### config.mk
export PLATFORM = sky130hd
export DESIGN_NAME = ddpi_div
export DESIGN_NICKNAME = d
export VERILOG_FILES = /design/src/rtl/ddpi_pkg.sv /design/src/rtl/ddpi_div.sv
export SDC_FILE = /design/constraint.sdc
export NUM_CORES = 1
export LEC_CHECK = 0
export BUFFER_PORTS_ARGS = -buffer_cell sky130_fd_sc_hd__buf_2
export CELL_PAD_IN_SITES_DETAIL_PLACEMENT = 0
export CELL_PAD_IN_SITES_GLOBAL_PLACEMENT = 1
export CORE_UTILIZATION = 47
export DETAILED_ROUTE_END_ITERATION = 8
export GPL_ROUTABILITY_DRIVEN = 0
export PLACE_DENSITY = 0.87
export SLEW_MARGIN = 20
export SYNTH_ARGS = -nofsm -noshare
export SYNTH_HDL_FRONTEND = slang
export SYNTH_SLANG_ARGS = --single-unit
export TNS_END_PERCENT = 20
### constraint.sdc
create_clock -name clk_i -period 6.9 [get_ports clk_i]
set_input_delay 0.69 -clock clk_i [delete_from_list [all_inputs] [get_ports clk_i]]
set_output_delay 0.69 -clock clk_i [all_outputs]
set_load 0.02 [all_outputs]
### src/rtl/ddpi_pkg.sv
`timescale 1ns / 1ps
`default_nettype none
package ddpi_pkg;

  typedef enum logic [2:0] {
    CFG_HEADING_GAIN   = 3'd0,
    CFG_DISTANCE_GAIN  = 3'd1,
    CFG_DONE_THRESHOLD = 3'd2,
    CFG_DISTANCE_LIMIT = 3'd3,
    CFG_SPEED_LIMIT    = 3'd4,
    CFG_ENCODER_LIMIT  = 3'd5
  } cfg_idx_e;

  typedef enum logic [3:0] {
    ST_IDLE,
    ST_CLEAR,
    ST_REBASE,
    ST_READ,
    ST_MUL,
    ST_DIV,
    ST_DIVH,
    ST_FINISH,
    ST_OUT
  } state_e;

  localparam int unsigned HeadingHalf = 2880;
  localparam int unsigned HeadingFull = 5760;

  // The reciprocal of 100 scaled by 2^38 and rounded up; the same constant is 1/400
  // scaled by 2^40. Both give exact quotients for magnitudes below 2^31.
  localparam logic [31:0] RecipHundred = 32'd2748779070;
  localparam int unsigned ShiftBy100   = 38;
  localparam int unsigned ShiftBy400   = 40;

  // Commands sent from the sequencer to the divider unit.
  typedef struct packed {
    logic        start;
    logic signed [47:0] dividend;
    logic        div400;
  } div_req_t;

  typedef struct packed {
    logic        done;
    logic signed [47:0] quotient;
  } div_rsp_t;

endpackage
`default_nettype wire

### src/rtl/ddpi_div.sv
`timescale 1ns / 1ps
`default_nettype none
// Divides by 100 or 400 through a shared reciprocal, rounding toward zero. The magnitude is
// registered, multiplied in the next cycle, and the quotient is ready once the product is registered.
module ddpi_div
  import ddpi_pkg::*;
(
  input  wire      clk_i,
  input  wire      rst_ni,
  input  div_req_t req_i,
  output div_rsp_t rsp_o
);

  logic        stage_q, done_q;
  logic        neg_q, neg2_q, sel_q, sel2_q;
  logic [30:0] mag_q;
  logic [62:0] prod_q;
  logic [47:0] mag;
  logic [62:0] quo;

  assign mag = req_i.dividend[47] ? 48'(-req_i.dividend) : 48'(req_i.dividend);

  always_ff @(posedge clk_i or negedge rst_ni) begin
    if (!rst_ni) begin
      stage_q <= 1'b0;
      done_q  <= 1'b0;
    end else begin
      stage_q <= req_i.start;
      done_q  <= stage_q;
    end
  end

  always_ff @(posedge clk_i) begin
    if (req_i.start) begin
      mag_q <= mag[30:0];
      neg_q <= req_i.dividend[47];
      sel_q <= req_i.div400;
    end
    if (stage_q) begin
      prod_q <= 63'(mag_q) * 63'(RecipHundred);
      neg2_q <= neg_q;
      sel2_q <= sel_q;
    end
  end

  assign quo = sel2_q ? (prod_q >> ShiftBy400) : (prod_q >> ShiftBy100);

  assign rsp_o.done     = done_q;
  assign rsp_o.quotient = neg2_q ? -$signed(48'(quo)) : $signed(48'(quo));

endmodule
`default_nettype wire
==> impl_results.html, run 1 <==
<table>
<tr><th>Metric</th><th>Value</th></tr>
<tr><th colspan="2">Clock tree</th></tr>
<tr><td>Clock transition time at the flip-flop clock pins of the worst setup and hold paths</td><td>approximately 60 ps</td></tr>
<tr><td>TritonCTS clock tree</td><td>done</td></tr>
<tr><td>Worst-skew pair later-pin latency</td><td>around 370 ps</td></tr>
<tr><td>Clock sinks</td><td>between 60 and 70</td></tr>
<tr><td>Cell chosen for the clock root</td><td>sky130_fd_sc_hd__clkbuf_16</td></tr>
<tr><td>Number of buffers added to fix hold violations after cts</td><td>0</td></tr>
<tr><td>CTS Buf Count</td><td>9</td></tr>
<tr><td>Largest buffer count on any clock path</td><td>2</td></tr>
<tr><td>Depth of the CTS H-tree</td><td>3</td></tr>
<tr><th colspan="2">Floorplan</th></tr>
<tr><td>Cell row count</td><td>75</td></tr>
<tr><td>CORE AREA</td><td>0.0420 mm²</td></tr>
<tr><td>DIE WIDTH</td><td>~210 µm</td></tr>
<tr><td>Top-level port count</td><td>around 100</td></tr>
<tr><td>Die Footprint</td><td>~0.044 mm²</td></tr>
<tr><td>Effective utilization at floorplan</td><td>0.478</td></tr>
<tr><td>Die boundary height</td><td>around 210 µm</td></tr>
<tr><th colspan="2">Run status</th></tr>
<tr><td>Run status</td><td>finished, violations left</td></tr>
<tr><td>Violated checks</td><td>negative setup slack</td></tr>
<tr><th colspan="2">Global routing</th></tr>
<tr><td>Initial antenna violation count</td><td>0</td></tr>
<tr><td>Global-route wire length before repair</td><td>between 80000 and 90000 µm</td></tr>
<tr><td>Global-route total usage across every layer</td><td>0.269</td></tr>
<tr><td>Overflow after GRT</td><td>0</td></tr>
<tr><td>Number of global-route vias before repair</td><td>about 17000</td></tr>
<tr><td>Maximum number of pins on one net before global-route repair</td><td>51</td></tr>
<tr><th colspan="2">Critical path</th></tr>
<tr><td>Slowest stage cell, crit path</td><td>sky130_fd_sc_hd__fa_1</td></tr>
<tr><td>Most frequent cell on the critical path</td><td>sky130_fd_sc_hd__fa_1</td></tr>
<tr><td>Nature of the critical path startpoint</td><td>flop</td></tr>
<tr><td>WS Path Type</td><td>reg -&gt; reg</td></tr>
<tr><td>Max FO, Critical Path</td><td>5</td></tr>
<tr><td>Startpoint of the most critical register-to-register path</td><td>mag_q[12]$_DFFE_PP_</td></tr>
<tr><td>Category of the worst setup path capture point</td><td>flop</td></tr>
<tr><td>Required time of the critical path</td><td>~7000 ps</td></tr>
<tr><td>R2r worst-path depth</td><td>24</td></tr>
<tr><td>Critical path, cell by cell</td><td>buf_6 -&gt; buf_4 -&gt; fa_1 -&gt; ha_1 -&gt; inv_1 -&gt; fa_1 -&gt; inv_1 -&gt; fa_1 -&gt; fa_1 -&gt; fa_1 -&gt; fa_1 -&gt; ha_1 -&gt; ha_4 -&gt; and3_4 -&gt; nand4_1 -&gt; buf_4 -&gt; buf_4 -&gt; buf_4 -&gt; o31ai_2 -&gt; o21ai_1 -&gt; o41ai_4 -&gt; a221oi_4 -&gt; o31ai_2 -&gt; xor2_1</td></tr>
<tr><td>Critical path startpoint</td><td>mag_q[12]$_DFFE_PP_</td></tr>
<tr><td>Destination of the worst register-to-register timing path</td><td>prod_q[47]$_DFFE_PP_</td></tr>
<tr><td>Peak per-stage delay on the critical path</td><td>slightly below 600 ps</td></tr>
<tr><td>Slack of the worst reg-to-reg path</td><td>-140 ps</td></tr>
<tr><td>Arrival @ worst endpoint</td><td>slightly above 7000 ps</td></tr>
<tr><th colspan="2">Logic synthesis</th></tr>
<tr><td>Summed instance area of the synthesized netlist</td><td>between 0.02 and 0.025 mm²</td></tr>
<tr><td>Gate Count Post-Synth</td><td>~2000</td></tr>
<tr><td>Cell variety after synth</td><td>58</td></tr>
<tr><td>Average instance area after synthesis</td><td>around 10 µm²</td></tr>
<tr><td>Synthesized Nets</td><td>around 2800</td></tr>
<tr><td>Area fraction of the dominant cell type after synthesis</td><td>0.372</td></tr>
<tr><td>Yosys warning count</td><td>0</td></tr>
<tr><td>Share of synthesized registers carrying an async set or reset</td><td>0.0323</td></tr>
<tr><td>Most numerous cell types in the synthesized netlist</td><td>607 x sky130_fd_sc_hd__inv_1, 389 x sky130_fd_sc_hd__ha_1, 373 x sky130_fd_sc_hd__fa_1</td></tr>
<tr><td>Biggest area contributors in the synthesized netlist</td><td>sky130_fd_sc_hd__fa_1 37%, sky130_fd_sc_hd__ha_1 24%, sky130_fd_sc_hd__inv_1 11%</td></tr>
<tr><td>EDFF count, synth</td><td>60</td></tr>
<tr><td>Number of flip-flops and latches in the synthesized netlist</td><td>between 60 and 70</td></tr>
<tr><td>Most common cell in the netlist</td><td>sky130_fd_sc_hd__inv_1</td></tr>
<tr><td>Cell type with the largest total area after synthesis</td><td>sky130_fd_sc_hd__fa_1</td></tr>
<tr><td>Top flip-flop cell by instance count after synthesis</td><td>sky130_fd_sc_hd__edfxtp_1</td></tr>
<tr><td>Part of the Yosys area used for sequential elements</td><td>0.0922</td></tr>
<tr><th colspan="2">Placement</th></tr>
<tr><td>Post-place instance area</td><td>0.0230 mm²</td></tr>
<tr><td>Post-DP HPWL</td><td>49000 µm</td></tr>
<tr><td>Placed cell count</td><td>roughly 2900</td></tr>
<tr><td>IO buf count</td><td>84</td></tr>
<tr><th colspan="2">Timing</th></tr>
<tr><td>Max_slew headroom</td><td>0.305</td></tr>
<tr><td>Hold slack final</td><td>a little under 100 ps</td></tr>
<tr><td>Setup repair after global routing missed its margin</td><td>yes</td></tr>
<tr><td>Post-route minimum period</td><td>slightly above 7000 ps</td></tr>
<tr><td>Number of slew-limit violations in the final report</td><td>0</td></tr>
<tr><td>Fraction of the cycle the final worst path needs</td><td>1.02</td></tr>
<tr><td>Worst-case clock skew</td><td>between 10 and 15 ps</td></tr>
<tr><td>Timing-limited maximum frequency</td><td>142 MHz</td></tr>
<tr><td>Number of endpoints with negative hold slack in the final report</td><td>0</td></tr>
<tr><td>Final setup violation count</td><td>8</td></tr>
<tr><td>Transition at the pin with the smallest max-transition slack</td><td>between 1000 and 1500 ps</td></tr>
<tr><td>Crit path setup slack, layout</td><td>-142 ps</td></tr>
<tr><th colspan="2">Final layout</th></tr>
<tr><td>Sequential cell area</td><td>0.00185 mm²</td></tr>
<tr><td>Synth-to-Final Area Change</td><td>22.9%</td></tr>
<tr><td>Layout cells sized above 1</td><td>0.238</td></tr>
<tr><td>Nets</td><td>roughly 3200</td></tr>
<tr><td>Fin cells</td><td>2921</td></tr>
<tr><td>Antenna diode count</td><td>0</td></tr>
<tr><td>Area of combinational cells with multiple inputs</td><td>0.0168 mm²</td></tr>
<tr><td>Count of fill cells added during filler insertion</td><td>3296</td></tr>
<tr><td>Final instance area</td><td>between 0.02 and 0.025 mm²</td></tr>
<tr><th colspan="2">Drt</th></tr>
<tr><td>1st-pass router iterations</td><td>5</td></tr>
<tr><td>Initial detailed-routing violation count</td><td>around 910</td></tr>
<tr><td>Sum of routed wire length over all layers</td><td>between 50000 and 60000 µm</td></tr>
<tr><td>Count of vias placed by the detailed router</td><td>~15000</td></tr>
<tr><td>Routed wire per std cell</td><td>around 20 µm</td></tr>
<tr><td># DRC</td><td>0</td></tr>
<tr><td>Post-route ant nets</td><td>0</td></tr>
<tr><td>Average via count per standard cell</td><td>~5.3</td></tr>
<tr><th colspan="2">Job</th></tr>
<tr><td>Number of violations of the max-capacitance limit</td><td>0</td></tr>
<tr><th colspan="2">Hold path</th></tr>
<tr><td>Class of the most critical hold timing path</td><td>in -&gt; async</td></tr>
</table>
## worst max path at each step
stage | slack [ps] | end | cells after the start
floorplan | -10 | prod_q[61]$_DFFE_PP_ | 22
global placement | -570 | prod_q[53]$_DFFE_PP_ | 25
detailed placement | -640 | prod_q[47]$_DFFE_PP_ | 26
CTS | -10 | prod_q[47]$_DFFE_PP_ | 24
global route | -360 | prod_q[47]$_DFFE_PP_ | 24
finish | -140 | prod_q[47]$_DFFE_PP_ | 24
## state kept, by name (all words and copies together), names as in the netlist
register / cells
neg2_q: 1
sel2_q: 1
sel_q: 1
prod_q: 25
done_q: 1
neg_q: 1
mag_q: 31
stage_q: 1
## per-layer routing
metal | track usage | part of all wire | vias up
li1 | - | - | 7075
met1 | 0.340 | 0.40 | 7742
met2 | 0.446 | 0.48 | 519
met3 | 0.0624 | 0.077 | 136
met4 | 0.101 | 0.042 | 0
met5 | 0 | 0 | -
## worst max-delay path: cells and delay by family (launching register included)
| kind | cells | cell delay [ps] |
|---|---|---|
| flops | 1 | 500 |
| xor+xnor | 1 | 100 |
| simple gates | 2 | 310 |
| compound gates | 5 | 910 |
| buf+inv | 7 | 890 |
| fa+ha+maj | 9 | 4060 |
## timing repair
action	CTS	global route
setup buffers	44	12
pin swaps	96	61
gates cloned	0	0
gates resized for setup	130	75
hold endpoints to repair	0	0
endpoints found under the setup margin	22	19
## through the flow
stage / util / worst slack (ps) / TNS [ps]
after floorplan: - / -14.3 / -25.8
after global placement: 0.547 / -572 / -5580
after detailed placement: 0.547 / -641 / -6720
after CTS: 0.579 / -14.9 / -14.9
after global routing: 0.588 / -362 / -3420
final: 0.588 / -142 / -621
## cells in the final DEF (no fill, tap or decap), types with 5 or more instances in the layout
| cell | n |
|---|---|
| sky130_fd_sc_hd__a211oi_1 | 5 |
| sky130_fd_sc_hd__a21o_1 | 45 |
| sky130_fd_sc_hd__a21oi_1 | 44 |
| sky130_fd_sc_hd__a21oi_2 | 11 |
| sky130_fd_sc_hd__a21oi_4 | 5 |
| sky130_fd_sc_hd__a31oi_1 | 7 |
| sky130_fd_sc_hd__and3_1 | 9 |
| sky130_fd_sc_hd__buf_2 | 84 |
| sky130_fd_sc_hd__buf_4 | 277 |
| sky130_fd_sc_hd__buf_6 | 28 |
| sky130_fd_sc_hd__clkbuf_16 | 9 |
| sky130_fd_sc_hd__edfxtp_1 | 60 |
| sky130_fd_sc_hd__fa_1 | 344 |
| sky130_fd_sc_hd__fa_2 | 29 |
| sky130_fd_sc_hd__ha_1 | 348 |
| sky130_fd_sc_hd__ha_2 | 7 |
| sky130_fd_sc_hd__ha_4 | 34 |
| sky130_fd_sc_hd__inv_1 | 581 |
| sky130_fd_sc_hd__inv_2 | 26 |
| sky130_fd_sc_hd__mux2i_1 | 19 |
| sky130_fd_sc_hd__nand2_1 | 68 |
| sky130_fd_sc_hd__nand2b_1 | 9 |
| sky130_fd_sc_hd__nand3_1 | 6 |
| sky130_fd_sc_hd__nand4_1 | 16 |
| sky130_fd_sc_hd__nor2_1 | 40 |
| sky130_fd_sc_hd__nor2b_1 | 10 |
| sky130_fd_sc_hd__nor3_1 | 9 |
| sky130_fd_sc_hd__nor3b_1 | 5 |
| sky130_fd_sc_hd__o211ai_1 | 6 |
| sky130_fd_sc_hd__o21a_1 | 6 |
| sky130_fd_sc_hd__o21ai_0 | 40 |
| sky130_fd_sc_hd__o21ai_2 | 5 |
| sky130_fd_sc_hd__o31ai_1 | 12 |
| sky130_fd_sc_hd__or3_1 | 9 |
| sky130_fd_sc_hd__xnor2_1 | 55 |
| sky130_fd_sc_hd__xor2_1 | 26 |
## cell families after synthesis
| family | Yosys count | share of synthesized area |
|---|---|---|
| AND/OR/NAND/NOR | 206 | 0.0514 |
| flip-flops | 62 | 0.0922 |
| multiplexers | 21 | 0.0106 |
| AO/OA/AOI/OAI | 237 | 0.0766 |
| buffers and inverters | 633 | 0.120 |
| adder cells (fa/ha/maj) | 762 | 0.614 |
| XOR/XNOR | 82 | 0.0357 |
## area by class of cell
type                    count  area share
clock buffers              12      0.0104
flip-flops and latches     62      0.0750
clock inverters             4     0.00284
inverters                 607      0.0922
repair buffers            389       0.114
well taps                 539      0.0273
multi-input cells        1308       0.678
Power of run 1 is not shown: default switching activity piles up to over one toggle a cycle in this logic, so the estimate is an artifact.
==> inputs of run 2 (changes only) <==
--- a/config.mk
+++ b/config.mk
@@ -12,6 +12,7 @@
 export DETAILED_ROUTE_END_ITERATION = 8
 export GPL_ROUTABILITY_DRIVEN = 0
 export PLACE_DENSITY = 0.87
+export SETUP_SLACK_MARGIN = 0.02
 export SLEW_MARGIN = 20
 export SYNTH_ARGS = -nofsm -noshare
 export SYNTH_HDL_FRONTEND = slang
==> run 2 against run 1 <==
First-iteration DRC count rose by 5.0%. Non-clock buffer count decreased by 16. Global-route usage shrank 0.88 points. Critical path depth increased by 2. Sequential share of layout area grew 0.083 points. The run still ends with negative setup slack left. Core utilization fell by 0.64 points. Largest cell class unchanged.
==> impl_results.html, run 2 (synthesis results as in run 1) <==
<table>
<tr><th>Metric</th><th>Value</th></tr>
<tr><th colspan="2">Final layout</th></tr>
<tr><td>Flip-flop count of the largest register, all copies and words added</td><td>31 (unchanged)</td></tr>
<tr><td>Count of fill cells added during filler insertion</td><td>3316 (was 3296)</td></tr>
<tr><td>Most frequent standard cell in the layout excluding fill and tap cells</td><td>sky130_fd_sc_hd__inv_1 (unchanged)</td></tr>
<tr><td>Most flops, register</td><td>mag_q (unchanged)</td></tr>
<tr><td>Post-layout util</td><td>0.581 (was 0.588)</td></tr>
<tr><td>Area of combinational cells with multiple inputs</td><td>0.0167 mm² (was 0.0168 mm²)</td></tr>
<tr><td>Biggest regs</td><td>mag_q x31, prod_q x25 (unchanged)</td></tr>
<tr><td>Layout cells sized above 1</td><td>0.227 (was 0.238)</td></tr>
<tr><td>Antenna diode count</td><td>0 (unchanged)</td></tr>
<tr><td>Commonest cells after routing, fill and taps aside</td><td>583 x sky130_fd_sc_hd__inv_1, 356 x sky130_fd_sc_hd__ha_1, 351 x sky130_fd_sc_hd__fa_1, 271 x sky130_fd_sc_hd__buf_4, 84 x sky130_fd_sc_hd__buf_2 (was 581 x sky130_fd_sc_hd__inv_1, 348 x sky130_fd_sc_hd__ha_1, 344 x sky130_fd_sc_hd__fa_1, 277 x sky130_fd_sc_hd__buf_4, 84 x sky130_fd_sc_hd__buf_2)</td></tr>
<tr><td>Nets</td><td>3175 (was 3191)</td></tr>
<tr><td>Synth-to-Final Area Change</td><td>21.6% (was 22.9%)</td></tr>
<tr><td>Sequential cell area</td><td>0.00185 mm² (unchanged)</td></tr>
<tr><th colspan="2">Floorplan</th></tr>
<tr><td>Cell row count</td><td>75 (unchanged)</td></tr>
<tr><td>Effective utilization at floorplan</td><td>0.478 (unchanged)</td></tr>
<tr><td>Top-level port count</td><td>101 (unchanged)</td></tr>
<tr><td>Die boundary height</td><td>209 µm (unchanged)</td></tr>
<tr><td>Die Footprint</td><td>0.0436 mm² (unchanged)</td></tr>
<tr><td>DIE WIDTH</td><td>209 µm (unchanged)</td></tr>
<tr><td>CORE AREA</td><td>0.0420 mm² (unchanged)</td></tr>
<tr><th colspan="2">Timing</th></tr>
<tr><td>Timing-limited maximum frequency</td><td>142 MHz (about the same)</td></tr>
<tr><td>Transition at the pin with the smallest max-transition slack</td><td>1010 ps (was 1040 ps)</td></tr>
<tr><td>Setup repair after global routing missed its margin</td><td>yes (unchanged)</td></tr>
<tr><td>Fraction of the cycle the final worst path needs</td><td>1.02 (about the same)</td></tr>
<tr><td>Max_slew headroom</td><td>0.326 (was 0.305)</td></tr>
<tr><td>Number of endpoints with negative hold slack in the final report</td><td>0 (unchanged)</td></tr>
<tr><td>Worst-case clock skew</td><td>9.41 ps (was 12.4 ps)</td></tr>
<tr><td>Crit path setup slack, layout</td><td>-118 ps (was -142 ps)</td></tr>
<tr><td>Number of slew-limit violations in the final report</td><td>0 (unchanged)</td></tr>
<tr><td>Final setup violation count</td><td>10 (was 8)</td></tr>
<tr><td>Post-route minimum period</td><td>7020 ps (was 7040 ps)</td></tr>
<tr><th colspan="2">Global routing</th></tr>
<tr><td>Initial antenna violation count</td><td>2 (was 0)</td></tr>
<tr><td>Maximum number of pins on one net before global-route repair</td><td>51 (unchanged)</td></tr>
<tr><td>Global-route total usage across every layer</td><td>0.260 (was 0.269)</td></tr>
<tr><td>Overflow after GRT</td><td>0 (unchanged)</td></tr>
<tr><td>Number of global-route vias before repair</td><td>16491 (was 16562)</td></tr>
<tr><td>Global-route wire length before repair</td><td>86400 µm (was 88800 µm)</td></tr>
<tr><th colspan="2">Run status</th></tr>
<tr><td>Run status</td><td>finished, violations left (unchanged)</td></tr>
<tr><td>Violated checks</td><td>negative setup slack (unchanged)</td></tr>
<tr><th colspan="2">Clock tree</th></tr>
<tr><td>Worst-skew pair later-pin latency</td><td>360 ps (was 370 ps)</td></tr>
<tr><td>CTS Buf Count</td><td>9 (unchanged)</td></tr>
<tr><td>TritonCTS clock tree</td><td>done (unchanged)</td></tr>
<tr><td>Cell chosen for the clock root</td><td>sky130_fd_sc_hd__clkbuf_16 (unchanged)</td></tr>
<tr><td>Clock transition time at the flip-flop clock pins of the worst setup and hold paths</td><td>60 ps (about the same)</td></tr>
<tr><td>Number of buffers added to fix hold violations after cts</td><td>0 (unchanged)</td></tr>
<tr><td>Largest buffer count on any clock path</td><td>2 (unchanged)</td></tr>
<tr><td>Clock sinks</td><td>62 (unchanged)</td></tr>
<tr><td>Depth of the CTS H-tree</td><td>3 (unchanged)</td></tr>
<tr><th colspan="2">Critical path</th></tr>
<tr><td>WS Path Type</td><td>reg -&gt; reg (unchanged)</td></tr>
<tr><td>Max FO, Critical Path</td><td>7 (was 5)</td></tr>
<tr><td>R2r worst-path depth</td><td>26 (was 24)</td></tr>
<tr><td>Arrival @ worst endpoint</td><td>7130 ps (was 7150 ps)</td></tr>
<tr><td>Category of the worst setup path capture point</td><td>flop (unchanged)</td></tr>
<tr><td>Required time of the critical path</td><td>7010 ps (about the same)</td></tr>
<tr><td>Nature of the critical path startpoint</td><td>flop (unchanged)</td></tr>
<tr><td>Slack of the worst reg-to-reg path</td><td>-120 ps (was -140 ps)</td></tr>
<tr><th colspan="2">Drt</th></tr>
<tr><td>Count of vias placed by the detailed router</td><td>15414 (was 15472)</td></tr>
<tr><td># DRC</td><td>0 (unchanged)</td></tr>
<tr><td>Average via count per standard cell</td><td>5.31 (was 5.30)</td></tr>
<tr><td>Routed wire per std cell</td><td>19.5 µm (was 19.8 µm)</td></tr>
<tr><td>Post-route ant nets</td><td>0 (unchanged)</td></tr>
<tr><td>1st-pass router iterations</td><td>7 (was 5)</td></tr>
<tr><td>Initial detailed-routing violation count</td><td>958 (was 912)</td></tr>
<tr><td>Sum of routed wire length over all layers</td><td>56500 µm (was 57900 µm)</td></tr>
<tr><th colspan="2">Placement</th></tr>
<tr><td>IO buf count</td><td>84 (unchanged)</td></tr>
<tr><td>Post-DP HPWL</td><td>48300 µm (was 49000 µm)</td></tr>
<tr><th colspan="2">Hold path</th></tr>
<tr><td>Class of the most critical hold timing path</td><td>in -&gt; async (unchanged)</td></tr>
<tr><th colspan="2">Job</th></tr>
<tr><td>Number of violations of the max-capacitance limit</td><td>0 (unchanged)</td></tr>
</table>
-- run 2: cell types whose count changed in the layout (fill, tap and decap cells not counted), moves of 3 or more --
cell | previous run | this run
sky130_fd_sc_hd__a21oi_4 | 5 | 2
sky130_fd_sc_hd__ha_4 | 34 | 30
sky130_fd_sc_hd__buf_6 | 28 | 16
sky130_fd_sc_hd__fa_2 | 29 | 22
sky130_fd_sc_hd__ha_2 | 7 | 3
sky130_fd_sc_hd__a21oi_1 | 44 | 47
sky130_fd_sc_hd__buf_4 | 277 | 271
sky130_fd_sc_hd__ha_1 | 348 | 356
sky130_fd_sc_hd__fa_1 | 344 | 351
-- run 2: routing by layer --
metal | track usage | routed length [µm]
met1 | 0.326 | 22600
met2 | 0.429 | 27200
met3 | 0.0532 | 3760
met4 | 0.124 | 2970
met5 | 0 | 23
-- run 2: area by class of cell --
class	instances	area share
clock buffers	14	0.0108
clock inverters	2	0.000410
inverters	607	0.0932
multi-input cells	1308	0.683
flip-flops and latches	62	0.0758
well taps	539	0.0276
repair buffers	373	0.109
-- run 2: path summary, 6_finish.rpt --
check / startpoint / end
max in group asynchronous: rst_ni / stage_q$_DFF_PN0_
worst min-delay path: rst_ni / done_q$_DFF_PN0_
worst min register to register: neg_q$_DFFE_PP_ / neg2_q$_DFFE_PP_
min in group clk_i: neg_q$_DFFE_PP_ / neg2_q$_DFFE_PP_
worst max-delay path: mag_q[13]$_DFFE_PP_ / prod_q[61]$_DFFE_PP_
worst max register to register: mag_q[13]$_DFFE_PP_ / prod_q[61]$_DFFE_PP_
-- run 2: worst max-delay path: stages, from the launching register on --
cell                       delay [ps]
sky130_fd_sc_hd__edfxtp_1         510
sky130_fd_sc_hd__ha_1             350
sky130_fd_sc_hd__inv_2             40
sky130_fd_sc_hd__fa_1             560
sky130_fd_sc_hd__inv_2             50
sky130_fd_sc_hd__fa_2             530
sky130_fd_sc_hd__inv_2             40
sky130_fd_sc_hd__fa_1             530
sky130_fd_sc_hd__inv_2             50
sky130_fd_sc_hd__fa_1             570
sky130_fd_sc_hd__fa_2             450
sky130_fd_sc_hd__fa_1             500
sky130_fd_sc_hd__inv_2             40
sky130_fd_sc_hd__fa_1             540
sky130_fd_sc_hd__inv_2             50
sky130_fd_sc_hd__ha_4             290
sky130_fd_sc_hd__buf_6            100
sky130_fd_sc_hd__nand4_1          120
sky130_fd_sc_hd__nor2_2           160
sky130_fd_sc_hd__buf_4            120
sky130_fd_sc_hd__and3_4           180
sky130_fd_sc_hd__a31oi_4          130
sky130_fd_sc_hd__o21ai_4          220
sky130_fd_sc_hd__a21oi_2           80
sky130_fd_sc_hd__buf_6            150
sky130_fd_sc_hd__o31a_1           280
sky130_fd_sc_hd__xnor2_1          120
-- run 2: per-stage QoR --
step	cells	hold slack [ps]	worst slack, ps	TNS, ps	area, µm²
2_1_floorplan	2003	394	13.9	0	20100
3_3_place_gp	2843	406	-526	-5140	22900
3_5_place_dp	2843	410	-504	-5700	22900
4_1_cts	2890	95.6	-35.2	-70.0	23900
5_1_grt	2905	98.6	-312	-3300	24400
6_report	2905	105	-118	-490	24400
-- run 2: what timing repair did --
item,4_1_cts,5_1_grt
gates cloned,0,0
pin swaps,67,57
endpoints found under the setup margin,22,21
buffers inserted,32,19
resized for setup,88,89
Power of run 2 is left out for the same reason.
